File: config.mk
export PLATFORM = sky130hd
export DESIGN_NAME = chunk_reassembly_tracker
export DESIGN_NICKNAME = d
export VERILOG_FILES = /design/src/hw/rtl/cra_pkg.sv /design/src/hw/rtl/cra_ram.sv /design/src/hw/rtl/chunk_reassembly_tracker.sv
export SDC_FILE = /design/constraint.sdc
export NUM_CORES = 2
export LEC_CHECK = 0
export BUFFER_PORTS_ARGS = -buffer_cell sky130_fd_sc_hd__buf_2
export CAP_MARGIN = 20
export CORE_UTILIZATION = 65
export CTS_CLUSTER_DIAMETER = 80
export DETAILED_ROUTE_END_ITERATION = 10
export PLACE_DENSITY = 0.83
export SLEW_MARGIN = 20
export SYNTH_ARGS = -nofsm -noshare
export SYNTH_HDL_FRONTEND = slang
export SYNTH_HIERARCHICAL = 1
export SYNTH_SLANG_ARGS = --single-unit
File: constraint.sdc
create_clock -name clk_i -period 25.8 [get_ports clk_i]
set_input_delay 1.29 -clock clk_i [delete_from_list [all_inputs] [get_ports clk_i]]
set_output_delay 1.29 -clock clk_i [all_outputs]
set_load 0.05 [all_outputs]
File: src/hw/rtl/cra_pkg.sv
`default_nettype none
package cra_pkg;

  localparam int unsigned RES_LIMIT   = 8;
  localparam logic [15:0] TIMEOUT_RST = 16'd5000;
  localparam logic [24:0] SUM_MAX     = 25'h1FFFFFF;

  typedef enum logic [1:0] {
    ACT_START = 2'd0,
    ACT_CHUNK = 2'd1,
    ACT_TICK  = 2'd2,
    ACT_FLUSH = 2'd3
  } cra_action_e;

  typedef enum logic [3:0] {
    STS_STORED    = 4'd0,
    STS_HDR_ONLY  = 4'd1,
    STS_ACCEPTED  = 4'd2,
    STS_COMPLETE  = 4'd3,
    STS_SHORT     = 4'd4,
    STS_OVERFLOW  = 4'd5,
    STS_UNKNOWN   = 4'd6,
    STS_BAD_INDEX = 4'd7,
    STS_DUPLICATE = 4'd8,
    STS_STALE     = 4'd9,
    STS_FULL      = 4'd10,
    STS_TOO_MANY  = 4'd11,
    STS_IN_FLIGHT = 4'd12
  } cra_status_e;

  typedef enum logic [2:0] {
    ST_IDLE,
    ST_ENTRY,
    ST_TICK_RD,
    ST_TICK_WR,
    ST_FINISH
  } cra_state_e;

  typedef struct packed {
    logic [1:0]  action;
    logic [31:0] frame_tag;
    logic [15:0] chunk_pos;
    logic [15:0] chunk_cnt;
    logic [23:0] frame_len;
    logic [23:0] chunk_len;
  } cra_in_t;

  typedef struct packed {
    logic [3:0]  status;
    logic [31:0] result_tag;
    logic [24:0] assembled_bytes;
    logic        last;
  } cra_out_t;

endpackage
`default_nettype wire

File: src/hw/rtl/cra_ram.sv
`default_nettype none
module cra_ram #(
  parameter int unsigned WIDTH = 8,
  parameter int unsigned DEPTH = 8
) (
  input  wire                                      clk_i,
  input  wire                                      we_i,
  input  wire  [(DEPTH > 1 ? $clog2(DEPTH) : 1)-1:0] waddr_i,
  input  wire  [WIDTH-1:0]                         wdata_i,
  input  wire                                      re_i,
  input  wire  [(DEPTH > 1 ? $clog2(DEPTH) : 1)-1:0] raddr_i,
  output logic [WIDTH-1:0]                         rdata_o
);

  logic [WIDTH-1:0] mem_q [DEPTH];

  always_ff @(posedge clk_i) begin
    if (we_i) begin
      mem_q[waddr_i] <= wdata_i;
    end
    if (re_i) begin
      rdata_o <= mem_q[raddr_i];
    end
  end

endmodule
`default_nettype wire

File: src/hw/rtl/chunk_reassembly_tracker.sv
`default_nettype none
// Chunk reassembly tracker.
// Input channel in_valid_i/in_stall_o carries one beat per start, chunk, tick
// or flush. Output channel out_valid_o/out_stall_i carries status beats; the
// last beat caused by an input has last set. Flush and a tick that drops
// nothing produce no beat.
// Tag lookup runs in parallel over the valid flags and tag registers; the rest
// of each entry lives in a one-port-read entry RAM.
// Start and chunk go through lookup, RAM read and read-modify-write, then the
// result hand-off to the output register.
// A tick sweeps the slots one by one: a free slot is only checked, a live slot
// is read and then written back, and a final hand-off follows.
// A stalled receiver holds the output register; the block waits only when it
// has a new beat to hand off and the register is still full.
// Reset clears the valid flags and the output valid flag, and sets timeout_ticks to
// 5000; entry RAM contents need no clearing. Write timeout_ticks over the APB
// port at address 0 while idle.
module chunk_reassembly_tracker
  import cra_pkg::*;
#(
  parameter int unsigned MAX_FRAMES = 8,
  parameter int unsigned MAX_CHUNKS = 64
) (
  input  wire              clk_i,
  input  wire              rst_ni,
  input  wire              in_valid_i,
  output logic             in_stall_o,
  input  wire  cra_in_t    in_data_i,
  output logic             out_valid_o,
  input  wire              out_stall_i,
  output cra_out_t         out_data_o,
  input  wire              psel,
  input  wire              penable,
  input  wire              pwrite,
  input  wire  [2:0]       paddr,
  input  wire  [31:0]      pwdata,
  output logic [31:0]      prdata,
  output logic             pready
);

  localparam int unsigned SW = (MAX_FRAMES > 1) ? $clog2(MAX_FRAMES) : 1;
  localparam int unsigned CW = $clog2(MAX_CHUNKS + 1);
  localparam int unsigned IW = (MAX_CHUNKS > 1) ? $clog2(MAX_CHUNKS) : 1;

  typedef struct packed {
    logic [31:0]           tag;
    logic [CW-1:0]         total;
    logic [CW-1:0]         recv;
    logic [23:0]           size;
    logic [24:0]           sum;
    logic [15:0]           age;
    logic [MAX_CHUNKS-1:0] seen;
  } entry_t;

  localparam int unsigned EW = $bits(entry_t);

  cra_state_e            state_q, state_d;
  cra_in_t               item_q, item_d;
  logic [SW-1:0]         slot_q, slot_d;
  logic                  pend_v_q, pend_v_d;
  cra_out_t              pend_q, pend_d;
  logic [3:0]            rpt_q, rpt_d;
  logic [MAX_FRAMES-1:0] valid_q, valid_d;
  logic [31:0]           tag_q [MAX_FRAMES];
  logic [31:0]           tag_d [MAX_FRAMES];
  logic [15:0]           timeout_q;
  logic                  out_valid_q, out_valid_d;
  cra_out_t              out_q, out_d;

  logic          ram_we, ram_re;
  logic [SW-1:0] ram_waddr, ram_raddr;
  entry_t        ram_wdata, rd;
  logic [EW-1:0] rdata_raw;

  logic          acc, can_push, last_slot;
  logic          hit, free_hit, hdr_only;
  logic [SW-1:0] hit_slot, free_slot;
  logic [15:0]   age_n;
  logic          stale, report, tick_hold;

  // chunk update
  logic          bad_idx, dup;
  logic [IW-1:0] bit_idx;
  logic [CW-1:0] recv_n;
  logic [25:0]   sum_w;
  logic [24:0]   sum_n;
  logic [MAX_CHUNKS-1:0] seen_n;

  cra_ram #(.WIDTH(EW), .DEPTH(MAX_FRAMES)) u_entry_ram (
    .clk_i   (clk_i),
    .we_i    (ram_we),
    .waddr_i (ram_waddr),
    .wdata_i (ram_wdata),
    .re_i    (ram_re),
    .raddr_i (ram_raddr),
    .rdata_o (rdata_raw)
  );
  assign rd = entry_t'(rdata_raw);

  assign in_stall_o  = (state_q != ST_IDLE);
  assign acc         = in_valid_i && !in_stall_o;
  assign can_push    = !out_valid_q || !out_stall_i;
  assign last_slot   = (slot_q == SW'(MAX_FRAMES - 1));
  assign out_valid_o = out_valid_q;
  assign out_data_o  = out_q;
  assign pready      = 1'b1;
  assign prdata      = (paddr[2] == 1'b0) ? {16'd0, timeout_q} : 32'd0;
  assign hdr_only    = (in_data_i.chunk_cnt == 16'd0) && (in_data_i.frame_len == 24'd0);

  always_comb begin
    hit       = 1'b0;
    hit_slot  = '0;
    free_hit  = 1'b0;
    free_slot = '0;
    for (int i = MAX_FRAMES - 1; i >= 0; i--) begin
      if (valid_q[i] && tag_q[i] == in_data_i.frame_tag) begin
        hit      = 1'b1;
        hit_slot = SW'(i);
      end
      if (!valid_q[i]) begin
        free_hit  = 1'b1;
        free_slot = SW'(i);
      end
    end
  end

  assign age_n     = (rd.age == 16'hFFFF) ? rd.age : rd.age + 16'd1;
  assign stale     = age_n > timeout_q;
  assign report    = rpt_q < 4'(RES_LIMIT);
  assign tick_hold = stale && report && pend_v_q && !can_push;

  always_comb begin
    bad_idx = (item_q.chunk_pos >= 16'(rd.total)) ||
              (item_q.chunk_pos >= 16'(MAX_CHUNKS));
    bit_idx = item_q.chunk_pos[IW-1:0];
    dup     = bad_idx ? 1'b0 : rd.seen[bit_idx];
    seen_n  = rd.seen;
    seen_n[bit_idx] = 1'b1;
    recv_n  = rd.recv + CW'(1);
    sum_w   = {1'b0, rd.sum} + {2'b00, item_q.chunk_len};
    sum_n   = sum_w[25] ? SUM_MAX : sum_w[24:0];
  end

  // next state
  always_comb begin
    state_d = state_q;
    unique case (state_q)
      ST_IDLE: begin
        if (acc) begin
          unique case (cra_action_e'(in_data_i.action))
            ACT_START: state_d = (!hdr_only && hit) ? ST_ENTRY : ST_FINISH;
            ACT_CHUNK: state_d = hit ? ST_ENTRY : ST_FINISH;
            ACT_TICK:  state_d = ST_TICK_RD;
            ACT_FLUSH: state_d = ST_IDLE;
            default:   state_d = ST_IDLE;
          endcase
        end
      end
      ST_ENTRY: state_d = ST_FINISH;
      ST_TICK_RD: begin
        if (valid_q[slot_q]) begin
          state_d = ST_TICK_WR;
        end else if (last_slot) begin
          state_d = ST_FINISH;
        end
      end
      ST_TICK_WR: begin
        if (!tick_hold) begin
          state_d = last_slot ? ST_FINISH : ST_TICK_RD;
        end
      end
      ST_FINISH: begin
        if (!pend_v_q || can_push) begin
          state_d = ST_IDLE;
        end
      end
      default: state_d = ST_IDLE;
    endcase
  end

  // datapath and outputs
  always_comb begin
    item_d      = item_q;
    slot_d      = slot_q;
    pend_v_d    = pend_v_q;
    pend_d      = pend_q;
    rpt_d       = rpt_q;
    valid_d     = valid_q;
    tag_d       = tag_q;
    out_valid_d = out_valid_q && out_stall_i;
    out_d       = out_q;
    ram_we      = 1'b0;
    ram_re      = 1'b0;
    ram_waddr   = slot_q;
    ram_raddr   = slot_q;
    ram_wdata   = rd;

    unique case (state_q)
      ST_IDLE: begin
        if (acc) begin
          item_d    = in_data_i;
          slot_d    = hit_slot;
          ram_raddr = hit_slot;
          pend_v_d  = 1'b1;
          pend_d    = '{status: STS_STORED, result_tag: in_data_i.frame_tag,
                        assembled_bytes: 25'd0, last: 1'b1};
          unique case (cra_action_e'(in_data_i.action))
            ACT_START: begin
              if (hdr_only) begin
                pend_d.status = STS_HDR_ONLY;
              end else if (hit) begin
                ram_re   = 1'b1;
                pend_v_d = 1'b0;
              end else if (in_data_i.chunk_cnt > 16'(MAX_CHUNKS)) begin
                pend_d.status = STS_TOO_MANY;
              end else if (free_hit) begin
                ram_we             = 1'b1;
                ram_waddr          = free_slot;
                ram_wdata          = '0;
                ram_wdata.tag      = in_data_i.frame_tag;
                ram_wdata.total    = in_data_i.chunk_cnt[CW-1:0];
                ram_wdata.size     = in_data_i.frame_len;
                valid_d[free_slot] = 1'b1;
                tag_d[free_slot]   = in_data_i.frame_tag;
              end else begin
                pend_d.status = STS_FULL;
              end
            end
            ACT_CHUNK: begin
              if (hit) begin
                ram_re   = 1'b1;
                pend_v_d = 1'b0;
              end else begin
                pend_d.status = STS_UNKNOWN;
              end
            end
            ACT_TICK: begin
              slot_d   = '0;
              rpt_d    = '0;
              pend_v_d = 1'b0;
            end
            ACT_FLUSH: begin
              valid_d  = '0;
              pend_v_d = 1'b0;
            end
            default: pend_v_d = 1'b0;
          endcase
        end
      end
      ST_ENTRY: begin
        pend_v_d = 1'b1;
        pend_d   = '{status: STS_IN_FLIGHT, result_tag: item_q.frame_tag,
                     assembled_bytes: rd.sum, last: 1'b1};
        if (cra_action_e'(item_q.action) == ACT_CHUNK) begin
          priority if (bad_idx) begin
            pend_d.status = STS_BAD_INDEX;
          end else if (dup) begin
            pend_d.status = STS_DUPLICATE;
          end else begin
            ram_we                 = 1'b1;
            ram_wdata.seen         = seen_n;
            ram_wdata.recv         = recv_n;
            ram_wdata.sum          = sum_n;
            pend_d.assembled_bytes = sum_n;
            if (recv_n < rd.total) begin
              pend_d.status = STS_ACCEPTED;
            end else begin
              valid_d[slot_q] = 1'b0;
              if (sum_n > {1'b0, rd.size}) begin
                pend_d.status = STS_OVERFLOW;
              end else if (sum_n == {1'b0, rd.size}) begin
                pend_d.status = STS_COMPLETE;
              end else begin
                pend_d.status = STS_SHORT;
              end
            end
          end
        end
      end
      ST_TICK_RD: begin
        if (valid_q[slot_q]) begin
          ram_re = 1'b1;
        end else if (!last_slot) begin
          slot_d = slot_q + SW'(1);
        end
      end
      ST_TICK_WR: begin
        if (!tick_hold) begin
          ram_we        = 1'b1;
          ram_wdata.age = age_n;
          if (stale) begin
            valid_d[slot_q] = 1'b0;
            if (report) begin
              // push the held stale beat; it is not the final one
              if (pend_v_q) begin
                out_valid_d = 1'b1;
                out_d       = pend_q;
                out_d.last  = 1'b0;
              end
              pend_v_d = 1'b1;
              pend_d   = '{status: STS_STALE, result_tag: rd.tag,
                           assembled_bytes: rd.sum, last: 1'b1};
              rpt_d    = rpt_q + 4'd1;
            end
          end
          if (!last_slot) begin
            slot_d = slot_q + SW'(1);
          end
        end
      end
      ST_FINISH: begin
        if (pend_v_q && can_push) begin
          out_valid_d = 1'b1;
          out_d       = pend_q;
          pend_v_d    = 1'b0;
        end
      end
      default: ;
    endcase
  end

  always_ff @(posedge clk_i or negedge rst_ni) begin
    if (!rst_ni) begin
      state_q     <= ST_IDLE;
      pend_v_q    <= 1'b0;
      valid_q     <= '0;
      out_valid_q <= 1'b0;
      rpt_q       <= '0;
      timeout_q   <= TIMEOUT_RST;
    end else begin
      state_q     <= state_d;
      pend_v_q    <= pend_v_d;
      valid_q     <= valid_d;
      out_valid_q <= out_valid_d;
      rpt_q       <= rpt_d;
      if (psel && penable && pwrite && pready && paddr[2] == 1'b0) begin
        timeout_q <= pwdata[15:0];
      end
    end
  end

  always_ff @(posedge clk_i) begin
    item_q <= item_d;
    slot_q <= slot_d;
    pend_q <= pend_d;
    out_q  <= out_d;
    tag_q  <= tag_d;
  end

`ifndef SYNTH
  a_flush_clears: assert property (@(posedge clk_i) disable iff (!rst_ni)
    acc && in_data_i.action == ACT_FLUSH |=> valid_q == '0)
    else $error("flush left a live entry");
  a_entry_live: assert property (@(posedge clk_i) disable iff (!rst_ni)
    state_q == ST_ENTRY |-> valid_q[slot_q])
    else $error("entry update on a free slot");
  a_rpt_limit: assert property (@(posedge clk_i) disable iff (!rst_ni)
    rpt_q <= 4'(RES_LIMIT))
    else $error("stale report count past limit");
  a_alloc_free: assert property (@(posedge clk_i) disable iff (!rst_ni)
    ram_we && state_q == ST_IDLE |-> !valid_q[ram_waddr])
    else $error("allocation over a live slot");
`endif

endmodule
`default_nettype wire
==> results.toml <==
[run_status]
outcome = "complete, no violations"

[sta]
fin_skew_ns = 0.0456
timing.final.ws_setup_ns = 15.88
worstMarginPinSlew_ns = 1.17
fmax_mhz = 101
rsz0062_at_grt = "false"
fin_tns_setup_ns = 0
setup_viol = 0
post-route-min-period_ns = 9.92
max_slew_margin = 0.219
drv_slew = 0
post-route-period-util = 0.385
hold_violations = 0
holdWs_ns = 0.417

[clock_network]
cts.repair.resized = 0
clock_latency_ns = 0.83
numCtsBuffers = 194
h-tree-depth = 4
clockRootBuffer = "clkbuf_16"
hold_buffers = 0
post_cts_buffers = 0
clock-sinks = 2064
cts_tree = "yes"
ctsLongestPathBuffers = 3
clk_pin_slew_ns = 0.06

[placement]
dp_slack_ns = 15.93
hpwl_um = 104000
dp.cells = 6345
place_area_um2 = 87100
gp_congestion = 0.930
port-buffer-count = 217

[grt]
grt_pass1_vias = 45800
gr-total-overflow = 0
grt.total_usage = 0.302
grt_max_degree = 160
antenna_found_initial = 8
grt_first_pass_wirelength_um = 290000

[setup_path]
start_kind = "flip-flop"
worstPathCellList = "nand4_1 -> nor3_1 -> and2_1 -> nand3_1 -> nand2b_1 -> nor2_1 -> xor2_1 -> ha_1 -> a2111oi_0 -> o221ai_1 -> a31oi_1 -> buf_4 -> nand2b_1 -> o21a_1 -> nor2_2 -> nand2_1 -> nand2_1 -> nor2_4 -> buf_4 -> buf_4 -> buf_4"
required_ns = 26.22
cp-end-kind = "flip-flop"
crit_top_cell = "buf_4"
worstPathArrival_ns = 10.35
slowest_delay_ns = 0.92
critical_path.max_fanout = 59
path_class = "reg -> reg"
crit_path_top_delay_cell = "buf_4"

[layout]
final_cell_area_um2 = 93100
fin_nets = 5051
drive_above_1_share = 0.235
syn_to_final_growth_pct = 10.3
layoutNonFillerInstCount = 6697
final_util = 0.727

[logic_synthesis]
seq_area_frac_synth = 0.732
synth_top_flop_cell = "edfxtp_1"
synth-async-reset-ratio = 0.0160
ys_types = 94
yosys_warnings = 6
syn_avg_cell_area_um2 = 18.5
synth_top_area_cell = "edfxtp_1"
synth_area_um2 = 84400
synth_top_area_share = 0.722
synth_edf_count = 2031
synth_area_leaders = "edfxtp_1 (72%), mux4_2 (9.6%), mux2_2 (2.7%), xor2_1 (2.1%), nand2_1 (1.5%)"
syn_inst = 4554
ys_ff_latch = 2064

[power_and_ir_drop]
cellPowerDensity_nw_per_um2 = 104
vdd_ir_drop_max_mv = 0.0996
power_mw = 9.70
p_leak_nw = 30.7

[hold_path]
hold_path_class = "reg -> reg"

[floorplan]
die_w_um = 362
rows = 131
initial_utilization = 0.659
dieHeight_um = 362
design.core.area_um2 = 128000
io_pins = 253
fp.dieArea_um2 = 131000

[run]
maxCapViolCount = 0

[detailed_routing]
drtPass1Iterations = 7
drt-initial-drc-count = 6099
vias = 44900
wirelength_um = 196000
postRouteAntennaNets = 0
wl_per_cell_um = 29.3
vias_per_cell = 6.70
drcViolationCount = 0
==> power by group <==
part           internal, mW  switching, mW  total [mW]
Combinational          1.06           1.53        2.58
Sequential             4.25          0.142        4.40
Clock                  1.52           1.20        2.72
Total                  6.83           2.87        9.70
==> cell families after synthesis <==
family / count (synthesis) / synth area share
fa+ha+maj: 83 / 0.0124
simple gates: 752 / 0.0429
xor+xnor: 284 / 0.0295
other cells: 2 / 0.0000889
buf+inv: 315 / 0.0200
mux: 602 / 0.128
flops: 2064 / 0.732
compound gates: 452 / 0.0354
==> registers in the layout, summed over array words and instances (netlist names) <==
name / count
pend_q: 61
rpt_q: 4
u_entry_ram/mem_q: 1400
timeout_q: 16
state_q: 3
out_data_o: 62
out_valid_o: 1
pend_v_q: 1
item_q: 68
slot_q: 3
valid_q: 8
tag_q: 256
bit_idx: 6
u_entry_ram/rdata_o: 175
==> worst max-delay path: cells and delay by family (launching register included) <==
family	cells	cell delay [ns]
AO/OA/AOI/OAI	4	1.71
XOR/XNOR	1	0.17
adder cells (fa/ha/maj)	1	0.31
buffers and inverters	4	2.85
flip-flops	1	0.46
AND/OR/NAND/NOR	11	3.87
==> layer usage <==
metal | track usage | vias to the layer above | routed length [µm]
met5 | 0 | - | 39
met2 | 0.490 | 3086 | 95900
met1 | 0.406 | 22700 | 71000
met3 | 0.0652 | 512 | 21800
li1 | - | 18600 | -
met4 | 0.118 | 6 | 7290
==> layout make-up <==
cell class | count | area, µm²
Sequential cell | 2064 | 61800
Fill cell | 7030 | 35000
Multi-Input combinational cell | 2190 | 21200
Clock buffer | 245 | 5150
Tap cell | 1729 | 2160
Timing Repair Buffer | 281 | 1670
Clock inverter | 101 | 831
Inverter | 81 | 307
Antenna cell | 6 | 15.0
==> cell usage in the layout (no fill, tap or decap), drive strengths merged, types with 7 or more instances in the layout <==
master,instances
or4,7
nand2,333
conb,17
mux2i,43
o2bb2ai,28
edfxtp,2031
a21o,28
xnor2,78
a32o,10
nor2,105
o31ai,13
dfrtp,28
mux4,360
or3,14
mux2,199
inv,86
nor3,45
xor2,206
and2,12
clkinv,83
a21oi,63
nor4,57
and3,22
ha,82
bufinv,11
nand3,59
nand4,36
a31oi,16
buf,281
nor2b,17
a211oi,13
nor3b,7
o21a,20
o21ai,174
a22o,11
nand2b,23
clkbuf,245
==> cell usage after synthesis (all sizes together), types with 7 or more instances <==
cell     count
a211oi      13
a21o        28
a21oi       63
a22o        11
a31oi       16
a32o        10
and2        12
and3        22
buf        157
clkbuf      77
dfrtp       28
edfxtp    2031
ha          82
inv         80
mux2       199
mux2i       43
mux4       360
nand2      333
nand2b      23
nand3       59
nand4       36
nor2       105
nor2b       17
nor3        45
nor3b        7
nor4        57
o21a        20
o21ai      174
o2bb2ai     28
o31ai       13
or3         14
or4          7
xnor2       78
xor2       206
==> worst paths after layout <==
kind,from,to,slack [ns],cells after the start
setup / recovery,u_entry_ram/rdata_o[68],u_entry_ram/mem_q[6][71],15.88,21
hold / removal,pend_q[28],out_data_o[28],0.42,0
setup reg to reg,u_entry_ram/rdata_o[68],u_entry_ram/mem_q[6][71],15.88,21
hold reg to reg,pend_q[28],out_data_o[28],0.42,0
max in group asynchronous,rst_ni,state_q[1],24.46,1
min in group asynchronous,rst_ni,timeout_q[2],0.65,1
No activity file was read; power rests on OpenSTA's default activity.
